$ cat src/hdl/bec_pkg.sv
// ----------------------------------------------------------------------------
// Escape codec package
// Shared types, character constants and helper functions of the codec.
// ----------------------------------------------------------------------------
package bec_pkg;

   localparam logic [7:0] CHAR_BACKSLASH = 8'h5C;
   localparam logic [7:0] CHAR_LOWER_X   = 8'h78;
   localparam logic [7:0] PRINT_LOW      = 8'h20;
   localparam logic [7:0] PRINT_HIGH     = 8'h7E;

   // Decode escape phases.
   localparam logic [1:0] PH_NORMAL = 2'd0;
   localparam logic [1:0] PH_ESC    = 2'd1;
   localparam logic [1:0] PH_HIGH   = 2'd2;
   localparam logic [1:0] PH_LOW    = 2'd3;

   localparam logic DIR_ENCODE = 1'b0;
   localparam logic DIR_DECODE = 1'b1;

   localparam int QUEUE_DEPTH = 2;
   localparam int QPTR_W      = $clog2(QUEUE_DEPTH);
   localparam int QCNT_W      = $clog2(QUEUE_DEPTH + 1);

   // One job for the back end: up to four result characters.
   typedef struct packed {
      logic [3:0][7:0] chars;
      logic [1:0]      last_idx;
      logic            byte_valid;
      logic            done;
      logic            err;
   } job_type;

   function automatic logic [7:0] hex_upper(input logic [3:0] nib);
      logic [7:0] r;
      if (nib < 4'd10) begin
         r = 8'h30 + {4'h0, nib};
      end else begin
         r = 8'h37 + {4'h0, nib};
      end
      return r;
   endfunction

   // Letters count from ten, anything else counts from '0' with wrap-around.
   function automatic logic [7:0] digit_value(input logic [7:0] c);
      logic [7:0] r;
      if (c >= 8'h61 && c <= 8'h7A) begin
         r = c - 8'h57;
      end else if (c >= 8'h41 && c <= 8'h5A) begin
         r = c - 8'h37;
      end else begin
         r = c - 8'h30;
      end
      return r;
   endfunction

endpackage

$ cat src/hdl/bec_front.sv
// ----------------------------------------------------------------------------
// Escape codec front end
// Classifies each accepted request, keeps the decode state and builds a job.
// ----------------------------------------------------------------------------
module bec_front (
   input  logic             clock,
   input  logic             reset,
   input  logic             accept,
   input  logic [7:0]       in_byte,
   input  logic             end_of_message,
   input  logic             csr_wr_en,
   input  logic             csr_wr_data,
   output logic             job_push,
   output bec_pkg::job_type job
);

   logic       direction_ff, direction_in;
   logic [1:0] phase_ff, phase_in;
   logic [7:0] partial_ff, partial_in;
   logic       err_ff, err_in;

   logic [1:0] dec_phase;
   logic [7:0] dec_partial;
   logic       dec_err;
   logic       dec_have;
   logic [7:0] dec_byte;
   logic [7:0] dv;

   assign dv = bec_pkg::digit_value(in_byte);

   always_comb begin
      dec_phase   = phase_ff;
      dec_partial = partial_ff;
      dec_err     = err_ff;
      dec_have    = 1'b0;
      dec_byte    = 8'h00;
      if (!err_ff) begin
         case (phase_ff)
            bec_pkg::PH_NORMAL: begin
               if (in_byte == bec_pkg::CHAR_BACKSLASH) begin
                  dec_phase = bec_pkg::PH_ESC;
               end else begin
                  dec_have = 1'b1;
                  dec_byte = in_byte;
               end
            end
            bec_pkg::PH_ESC: begin
               if (in_byte == bec_pkg::CHAR_BACKSLASH) begin
                  dec_have  = 1'b1;
                  dec_byte  = bec_pkg::CHAR_BACKSLASH;
                  dec_phase = bec_pkg::PH_NORMAL;
               end else if (in_byte == bec_pkg::CHAR_LOWER_X) begin
                  dec_phase = bec_pkg::PH_HIGH;
               end else begin
                  dec_err   = 1'b1;
                  dec_phase = bec_pkg::PH_NORMAL;
               end
            end
            bec_pkg::PH_HIGH: begin
               dec_partial = {dv[3:0], 4'h0};
               dec_phase   = bec_pkg::PH_LOW;
            end
            bec_pkg::PH_LOW: begin
               dec_have    = 1'b1;
               dec_byte    = partial_ff + dv;
               dec_phase   = bec_pkg::PH_NORMAL;
               dec_partial = 8'h00;
            end
            default: begin
               dec_phase = bec_pkg::PH_NORMAL;
            end
         endcase
      end
   end

   always_comb begin
      job        = '0;
      job_push   = 1'b0;
      phase_in   = phase_ff;
      partial_in = partial_ff;
      err_in     = err_ff;
      if (direction_ff == bec_pkg::DIR_ENCODE) begin
         job.byte_valid = 1'b1;
         job.done       = end_of_message;
         job_push       = 1'b1;
         if (in_byte == bec_pkg::CHAR_BACKSLASH) begin
            job.chars[0] = bec_pkg::CHAR_BACKSLASH;
            job.chars[1] = bec_pkg::CHAR_BACKSLASH;
            job.last_idx = 2'd1;
         end else if (in_byte >= bec_pkg::PRINT_LOW && in_byte <= bec_pkg::PRINT_HIGH) begin
            job.chars[0] = in_byte;
            job.last_idx = 2'd0;
         end else begin
            job.chars[0] = bec_pkg::CHAR_BACKSLASH;
            job.chars[1] = bec_pkg::CHAR_LOWER_X;
            job.chars[2] = bec_pkg::hex_upper(in_byte[7:4]);
            job.chars[3] = bec_pkg::hex_upper(in_byte[3:0]);
            job.last_idx = 2'd3;
         end
      end else begin
         job.chars[0]   = dec_byte;
         job.last_idx   = 2'd0;
         job.byte_valid = dec_have;
         if (end_of_message) begin
            // The closing request always yields one result, possibly status only.
            job_push   = 1'b1;
            job.done   = 1'b1;
            job.err    = dec_err || (dec_phase != bec_pkg::PH_NORMAL);
            phase_in   = bec_pkg::PH_NORMAL;
            partial_in = 8'h00;
            err_in     = 1'b0;
         end else begin
            job_push   = dec_have;
            phase_in   = dec_phase;
            partial_in = dec_partial;
            err_in     = dec_err;
         end
      end
   end

   assign direction_in = csr_wr_en ? csr_wr_data : direction_ff;

   always_ff @(posedge clock) begin
      if (reset) begin
         direction_ff <= bec_pkg::DIR_ENCODE;
         phase_ff     <= bec_pkg::PH_NORMAL;
         partial_ff   <= 8'h00;
         err_ff       <= 1'b0;
      end else if (csr_wr_en) begin
         direction_ff <= direction_in;
         phase_ff     <= bec_pkg::PH_NORMAL;
         partial_ff   <= 8'h00;
         err_ff       <= 1'b0;
      end else if (accept) begin
         phase_ff     <= phase_in;
         partial_ff   <= partial_in;
         err_ff       <= err_in;
      end
   end

endmodule

$ cat src/hdl/bec_queue.sv
// ----------------------------------------------------------------------------
// Escape codec job queue
// Short first-in first-out queue between the front and back ends.
// ----------------------------------------------------------------------------
module bec_queue (
   input  logic             clock,
   input  logic             reset,
   input  logic             wr_en,
   input  bec_pkg::job_type wr_job,
   input  logic             rd_en,
   output bec_pkg::job_type rd_job,
   output logic             q_empty,
   output logic             q_full
);

   bec_pkg::job_type                     slot_ff [bec_pkg::QUEUE_DEPTH];
   logic [bec_pkg::QPTR_W-1:0]           wr_ptr_ff, wr_ptr_in;
   logic [bec_pkg::QPTR_W-1:0]           rd_ptr_ff, rd_ptr_in;
   logic [bec_pkg::QCNT_W-1:0]           count_ff, count_in;
   logic                                 do_wr, do_rd;

   assign q_empty = (count_ff == '0);
   assign q_full  = (count_ff == bec_pkg::QCNT_W'(bec_pkg::QUEUE_DEPTH));
   assign do_wr   = wr_en && !q_full;
   assign do_rd   = rd_en && !q_empty;
   assign rd_job  = slot_ff[rd_ptr_ff];

   always_comb begin
      wr_ptr_in = wr_ptr_ff;
      rd_ptr_in = rd_ptr_ff;
      count_in  = count_ff;
      if (do_wr) begin
         wr_ptr_in = (wr_ptr_ff == bec_pkg::QPTR_W'(bec_pkg::QUEUE_DEPTH - 1)) ?
                     '0 : wr_ptr_ff + 1'b1;
      end
      if (do_rd) begin
         rd_ptr_in = (rd_ptr_ff == bec_pkg::QPTR_W'(bec_pkg::QUEUE_DEPTH - 1)) ?
                     '0 : rd_ptr_ff + 1'b1;
      end
      if (do_wr && !do_rd) begin
         count_in = count_ff + 1'b1;
      end else if (do_rd && !do_wr) begin
         count_in = count_ff - 1'b1;
      end
   end

   always_ff @(posedge clock) begin
      if (reset) begin
         wr_ptr_ff <= '0;
         rd_ptr_ff <= '0;
         count_ff  <= '0;
      end else begin
         wr_ptr_ff <= wr_ptr_in;
         rd_ptr_ff <= rd_ptr_in;
         count_ff  <= count_in;
      end
   end

   always_ff @(posedge clock) begin
      if (do_wr) begin
         slot_ff[wr_ptr_ff] <= wr_job;
      end
   end

endmodule

$ cat src/hdl/bec_back.sv
// ----------------------------------------------------------------------------
// Escape codec back end
// Holds the current job and issues its results one per cycle while pop is high.
// ----------------------------------------------------------------------------
module bec_back (
   input  logic             clock,
   input  logic             reset,
   input  bec_pkg::job_type q_job,
   input  logic             q_empty,
   output logic             q_rd,
   input  logic             pop,
   output logic             empty,
   output logic [7:0]       out_byte,
   output logic             byte_valid,
   output logic             last_of_run,
   output logic             message_done,
   output logic             decode_error
);

   bec_pkg::job_type job_ff, job_in;
   logic             busy_ff, busy_in;
   logic [1:0]       idx_ff, idx_in;
   logic             is_last;
   logic             advance;

   assign is_last = (idx_ff == job_ff.last_idx);
   // Move to the next job when idle or when the final result of this one leaves.
   assign advance = !busy_ff || (pop && is_last);
   assign q_rd    = advance && !q_empty;

   always_comb begin
      job_in  = job_ff;
      busy_in = busy_ff;
      idx_in  = idx_ff;
      if (advance) begin
         job_in  = q_job;
         busy_in = !q_empty;
         idx_in  = 2'd0;
      end else if (pop) begin
         idx_in  = idx_ff + 2'd1;
      end
   end

   always_ff @(posedge clock) begin
      if (reset) begin
         busy_ff <= 1'b0;
         idx_ff  <= 2'd0;
      end else begin
         busy_ff <= busy_in;
         idx_ff  <= idx_in;
      end
   end

   always_ff @(posedge clock) begin
      job_ff <= job_in;
   end

   assign empty        = !busy_ff;
   assign byte_valid   = job_ff.byte_valid;
   assign out_byte     = job_ff.byte_valid ? job_ff.chars[idx_ff] : 8'h00;
   assign last_of_run  = is_last;
   assign message_done = job_ff.done && is_last;
   assign decode_error = job_ff.err;

endmodule

$ cat src/hdl/byte_escape_encode_decode_core.sv
// An accepted request passes through the job queue into the back end's job register
// before its first result shows. One request per cycle is taken while each yields a
// single result popped at once; a run of up to four characters holds the result port.
// The two-entry job queue lets requests be taken while results wait to be popped.
// Reset is synchronous and active high; it clears the queue, the decode state
// and the direction (encode).
// ----------------------------------------------------------------------------
// Backslash/hex escape codec
// Encodes raw bytes into escaped text or decodes escaped text into bytes.
// ----------------------------------------------------------------------------
module byte_escape_encode_decode_core (
   input  logic       clock,
   input  logic       reset,
   input  logic       push,
   output logic       full,
   input  logic [7:0] req_in_byte,
   input  logic       req_end_of_message,
   output logic       empty,
   input  logic       pop,
   output logic [7:0] rsp_out_byte,
   output logic       rsp_byte_valid,
   output logic       rsp_last_of_run,
   output logic       rsp_message_done,
   output logic       rsp_decode_error,
   input  logic       csr_wr_en,
   input  logic       csr_wr_data
);

   bec_pkg::job_type front_job, q_job;
   logic             front_push;
   logic             accept;
   logic             q_empty, q_full, q_rd;

   assign full   = q_full;
   assign accept = push && !q_full;

   bec_front u_front (
      .clock          (clock),
      .reset          (reset),
      .accept         (accept),
      .in_byte        (req_in_byte),
      .end_of_message (req_end_of_message),
      .csr_wr_en      (csr_wr_en),
      .csr_wr_data    (csr_wr_data),
      .job_push       (front_push),
      .job            (front_job)
   );

   bec_queue u_queue (
      .clock   (clock),
      .reset   (reset),
      .wr_en   (accept && front_push),
      .wr_job  (front_job),
      .rd_en   (q_rd),
      .rd_job  (q_job),
      .q_empty (q_empty),
      .q_full  (q_full)
   );

   bec_back u_back (
      .clock        (clock),
      .reset        (reset),
      .q_job        (q_job),
      .q_empty      (q_empty),
      .q_rd         (q_rd),
      .pop          (pop),
      .empty        (empty),
      .out_byte     (rsp_out_byte),
      .byte_valid   (rsp_byte_valid),
      .last_of_run  (rsp_last_of_run),
      .message_done (rsp_message_done),
      .decode_error (rsp_decode_error)
   );

endmodule

$ cat config.mk
export PLATFORM = sky130hd
export DESIGN_NAME = byte_escape_encode_decode_core
export DESIGN_NICKNAME = d
export VERILOG_FILES = /design/src/hdl/bec_pkg.sv /design/src/hdl/bec_front.sv /design/src/hdl/bec_queue.sv /design/src/hdl/bec_back.sv /design/src/hdl/byte_escape_encode_decode_core.sv
export SDC_FILE = /design/constraint.sdc
export NUM_CORES = 1
export LEC_CHECK = 0
export BUFFER_PORTS_ARGS = -buffer_cell sky130_fd_sc_hd__buf_4
export CORE_MARGIN = 10
export CORE_UTILIZATION = 52
export DETAILED_ROUTE_END_ITERATION = 8
export PLACE_DENSITY = 0.68
export SETUP_SLACK_MARGIN = 0.2
export SYNTH_ARGS = -nofsm -noshare
export SYNTH_HDL_FRONTEND = slang
export SYNTH_HIERARCHICAL = 1
export SYNTH_SLANG_ARGS = --single-unit
$ cat constraint.sdc
create_clock -name clock -period 7.8 [get_ports clock]
set_clock_uncertainty 0.15 [all_clocks]
set_input_delay 0.78 -clock clock [delete_from_list [all_inputs] [get_ports clock]]
set_output_delay 0.78 -clock clock [all_outputs]
set_load 0.05 [all_outputs]
==> flow_summary.ini <==
[critical_path]
worst-r2r-cell-count = 8
timing.critical_path.from_type = input port
crit_slowest_cell = sky130_fd_sc_hd__a21oi_4
worst_setup_path_endpoint = u_queue/slot_ff[1][12]$_DFFE_PP_
required_ps = 7810
timing.critical_path.cells = buf_4, inv_1, ha_1, nor4b_4, or3b_4, a21oi_4, mux2i_1, ha_1, a21o_1, a21oi_1, mux2i_1, a41oi_1, a211o_1
critical_path.reg2reg.endpoint = u_queue/count_ff[1]$_SDFFE_PP0P_
cp.arrival_ps = 3970
r2r-start = u_back/idx_ff[0]$_SDFFE_PP0P_
cp_slowest_stage_delay_ps = 440
timing.critical_path.to_type = register
timing.critical_path.from = req_in_byte[1]
reg2reg_slack_ps = 4610
crit_path_max_fanout = 19
criticalPathCategory = input port to register

[placed_design]
place.detailed.instances = 613
dp_area_um2 = 6440
dp_hpwl_um = 8500
finalWeightedCongestion = 0.901
port-buffer-count = 28

[timing]
hold_violations = 0
timing.final.crit_share = 0.509
report.final.setup_viol = 0
finalSetupTns_ps = 0
worst_slew_margin_rel = 0.445
period_needed_ps = 3970
tightest_slew_ps = 833
fmax_mhz = 252
drv_slew = 0
rsz0062_at_grt = false
hold_ws_ps = 345

[clock_tree]
cts_inserted_buffers = 17
cts_hold_repair.buffers = 0
tritoncts_clock_tree = done
cts.root.buffer_cell = sky130_fd_sc_hd__clkbuf_16
cts_num_sinks = 127
cts.reportedPaths.clkPinSlew_ps = 60
clock_latency_ps = 410
cts_post_setup_buffers_inserted = 0
clock_h_tree_levels = 4
max-clock-path-buffers = 2
post_cts_resized = 0

[global_route]
number_of_antenna_violations_at_the_first_check_in_global_routing = 0
grt_max_degree = 42
track_usage = 0.161
grt_overflow = 0
grt_pass1_wl_um = 20300
number_of_global_route_vias_before_repair = 3677

[power]
vdd_drop_max_mv = 0.254
leak_nw = 2.51
p_per_area_nw_per_um2 = 341

[routing]
drt_iter0_drc = 340
detail_route.wirelength_um = 12800
drt.antenna.violating_nets = 0
avgViaCountPerCell = 5.76
firstDrtPassIters = 5
vias = 3717
wire_per_inst_um = 19.9
drc_errors = 0

[outcome]
status = completed

[yosys]
yosysUniqueCellTypes = 71
synth.ff_latch_count = 127
synth_sequential_area_ratio = 0.589
synth-async-reset-ratio = 0
synth_enable_flop_cells = 111
cell_area_synth_um2 = 6200
yosys_warnings = 6
synthFlopType = sky130_fd_sc_hd__edfxtp_1
post_synthesis_area_per_instance_um2 = 13.4
synth_cells = 464

[final_layout]
syn2layout_area_growth_pct = 13.1
layout.cell_area.non_filler_um2 = 7010
final_cells = 645
insertedDiodeCount = 0
fraction_of_final_layout_cells_sized_beyond_drive_strength_1 = 0.247
final_nets = 519

[floorplan]
core.rowCount = 39
effective_utilization_at_floorplan = 0.536
die_width_um = 129
die-area_um2 = 16700
ios = 29
die_height_um = 129
core_um2 = 11600

[flow_run]
max_cap_viol_count = 0

[worst_hold_path]
min_path_type = register to register
[worst max-delay path, delay by kind of cell]
kind	cells	cell delay, ps
buffers and inverters	2	280
AOI/OAI and AO/OA	5	1360
muxes	2	500
and+or+nand+nor	2	550
adders and majority gates	2	490
[placed cells by master, fill, tap and decap left out, types with 4 or more instances in the layout]
| master | instances |
|---|---|
| sky130_fd_sc_hd__a21oi_1 | 18 |
| sky130_fd_sc_hd__a32oi_1 | 4 |
| sky130_fd_sc_hd__and2_1 | 13 |
| sky130_fd_sc_hd__buf_4 | 33 |
| sky130_fd_sc_hd__clkbuf_16 | 17 |
| sky130_fd_sc_hd__clkinvlp_4 | 5 |
| sky130_fd_sc_hd__conb_1 | 5 |
| sky130_fd_sc_hd__dfxtp_1 | 16 |
| sky130_fd_sc_hd__edfxtp_1 | 111 |
| sky130_fd_sc_hd__ha_1 | 14 |
| sky130_fd_sc_hd__inv_1 | 20 |
| sky130_fd_sc_hd__mux2_2 | 38 |
| sky130_fd_sc_hd__mux2i_1 | 5 |
| sky130_fd_sc_hd__mux4_2 | 8 |
| sky130_fd_sc_hd__nand2_1 | 19 |
| sky130_fd_sc_hd__nand2b_1 | 5 |
| sky130_fd_sc_hd__nand3_1 | 8 |
| sky130_fd_sc_hd__nor2_1 | 27 |
| sky130_fd_sc_hd__nor2b_1 | 5 |
| sky130_fd_sc_hd__nor3_1 | 8 |
| sky130_fd_sc_hd__o211ai_1 | 8 |
| sky130_fd_sc_hd__o21ai_0 | 19 |
| sky130_fd_sc_hd__or3_1 | 8 |
| sky130_fd_sc_hd__xnor2_1 | 7 |
| sky130_fd_sc_hd__xor2_1 | 7 |
[per-stage QoR]
step / util / setup slack, ps / power (mW)
3_5_place_dp: 0.557 / 3450 / 1.66
4_1_cts: 0.606 / 3890 / 2.42
5_1_grt: 0.606 / 3670 / 2.50
2_1_floorplan: - / 3750 / 1.49
3_3_place_gp: 0.557 / 3520 / 1.64
6_report: 0.606 / 3830 / 2.39
[cell type report]
cell class / count / area (µm²)
Fill cell: 896 / 4550
Inverter: 20 / 75.1
Tap cell: 143 / 179
Sequential cell: 127 / 3650
Clock inverter: 13 / 136
Clock buffer: 19 / 433
Multi-Input combinational cell: 290 / 2290
Timing Repair Buffer: 33 / 248
[worst min-delay path by stage]
stage	slack, ps	depth (start not counted)	to	from
final	350	2	u_queue/wr_ptr_ff$_SDFFE_PP0P_	u_queue/wr_ptr_ff$_SDFFE_PP0P_
after global routing	380	1	u_front/partial_ff[4]$_SDFFE_PP0P_	u_front/partial_ff[4]$_SDFFE_PP0P_
after CTS	340	2	u_queue/wr_ptr_ff$_SDFFE_PP0P_	u_queue/wr_ptr_ff$_SDFFE_PP0P_
after detailed placement	330	2	u_queue/wr_ptr_ff$_SDFFE_PP0P_	u_queue/wr_ptr_ff$_SDFFE_PP0P_
after global placement	320	2	u_queue/wr_ptr_ff$_SDFFE_PP0P_	u_queue/wr_ptr_ff$_SDFFE_PP0P_
after floorplan	300	1	u_front/partial_ff[4]$_SDFFE_PP0P_	u_front/partial_ff[4]$_SDFFE_PP0P_
[sequential cells by signal, summed over array words and instances, names as in the netlist, named ones only]
| name | cells |
|---|---|
| u_queue/slot_ff | 74 |
| u_front/partial_ff | 4 |
| u_queue/rd_ptr_ff | 1 |
| u_front/direction_ff | 1 |
| u_queue/count_ff | 2 |
| u_back/byte_valid | 1 |
| u_front/err_ff | 1 |
| u_back/decode_error | 1 |
| u_back/busy_ff | 1 |
| u_back/job_ff | 35 |
| u_front/phase_ff | 2 |
| u_queue/wr_ptr_ff | 1 |
| u_back/idx_ff | 2 |
[power breakdown]
group	switching, mW	total (mW)	leakage [nW]	internal, mW
sequential	0.0601	1.03	1.20	0.973
combinational	0.374	0.603	1.05	0.229
clock	0.287	0.756	0.261	0.469
[cell families after synthesis]
group	count (synthesis)	synth area share
XOR/XNOR	15	0.0224
buffers and inverters	51	0.0444
AO/OA/AOI/OAI	83	0.0955
multiplexers	51	0.106
other	1	0.000605
AND/OR/NAND/NOR	121	0.110
flip-flops	127	0.589
adder cells (fa/ha/maj)	15	0.0315
[cell usage after synthesis, types with 4 or more instances]
library cell | instances | share of area
sky130_fd_sc_hd__inv_1 | 20 | 0.012
sky130_fd_sc_hd__xnor2_1 | 7 | 0.0099
sky130_fd_sc_hd__nor3_1 | 8 | 0.0065
sky130_fd_sc_hd__mux2i_1 | 5 | 0.0081
sky130_fd_sc_hd__o21ai_0 | 19 | 0.015
sky130_fd_sc_hd__mux2_2 | 38 | 0.069
sky130_fd_sc_hd__o211ai_1 | 8 | 0.0097
sky130_fd_sc_hd__ha_1 | 14 | 0.028
sky130_fd_sc_hd__a32oi_1 | 4 | 0.0057
sky130_fd_sc_hd__nand2b_1 | 5 | 0.0050
sky130_fd_sc_hd__buf_2 | 7 | 0.0057
sky130_fd_sc_hd__nand2_1 | 19 | 0.012
sky130_fd_sc_hd__mux4_2 | 8 | 0.029
sky130_fd_sc_hd__or3_1 | 8 | 0.0081
sky130_fd_sc_hd__and2_1 | 13 | 0.013
sky130_fd_sc_hd__clkbuf_1 | 5 | 0.0030
sky130_fd_sc_hd__nand3_1 | 8 | 0.0065
sky130_fd_sc_hd__buf_4 | 14 | 0.017
sky130_fd_sc_hd__xor2_1 | 7 | 0.0099
sky130_fd_sc_hd__dfxtp_1 | 16 | 0.052
sky130_fd_sc_hd__a21oi_1 | 18 | 0.015
sky130_fd_sc_hd__edfxtp_1 | 111 | 0.54
sky130_fd_sc_hd__nor2_1 | 27 | 0.016
sky130_fd_sc_hd__nor2b_1 | 5 | 0.0050
[layer usage]
metal / GRT usage / share of wire / vias up
li1: - / - / 1785
met1: 0.203 / 0.45 / 1835
met2: 0.254 / 0.49 / 82
met3: 0.0481 / 0.040 / 15
met4: 0.0649 / 0.020 / 0
met5: 0 / 0 / -
Power figures use the tool's default switching activity.
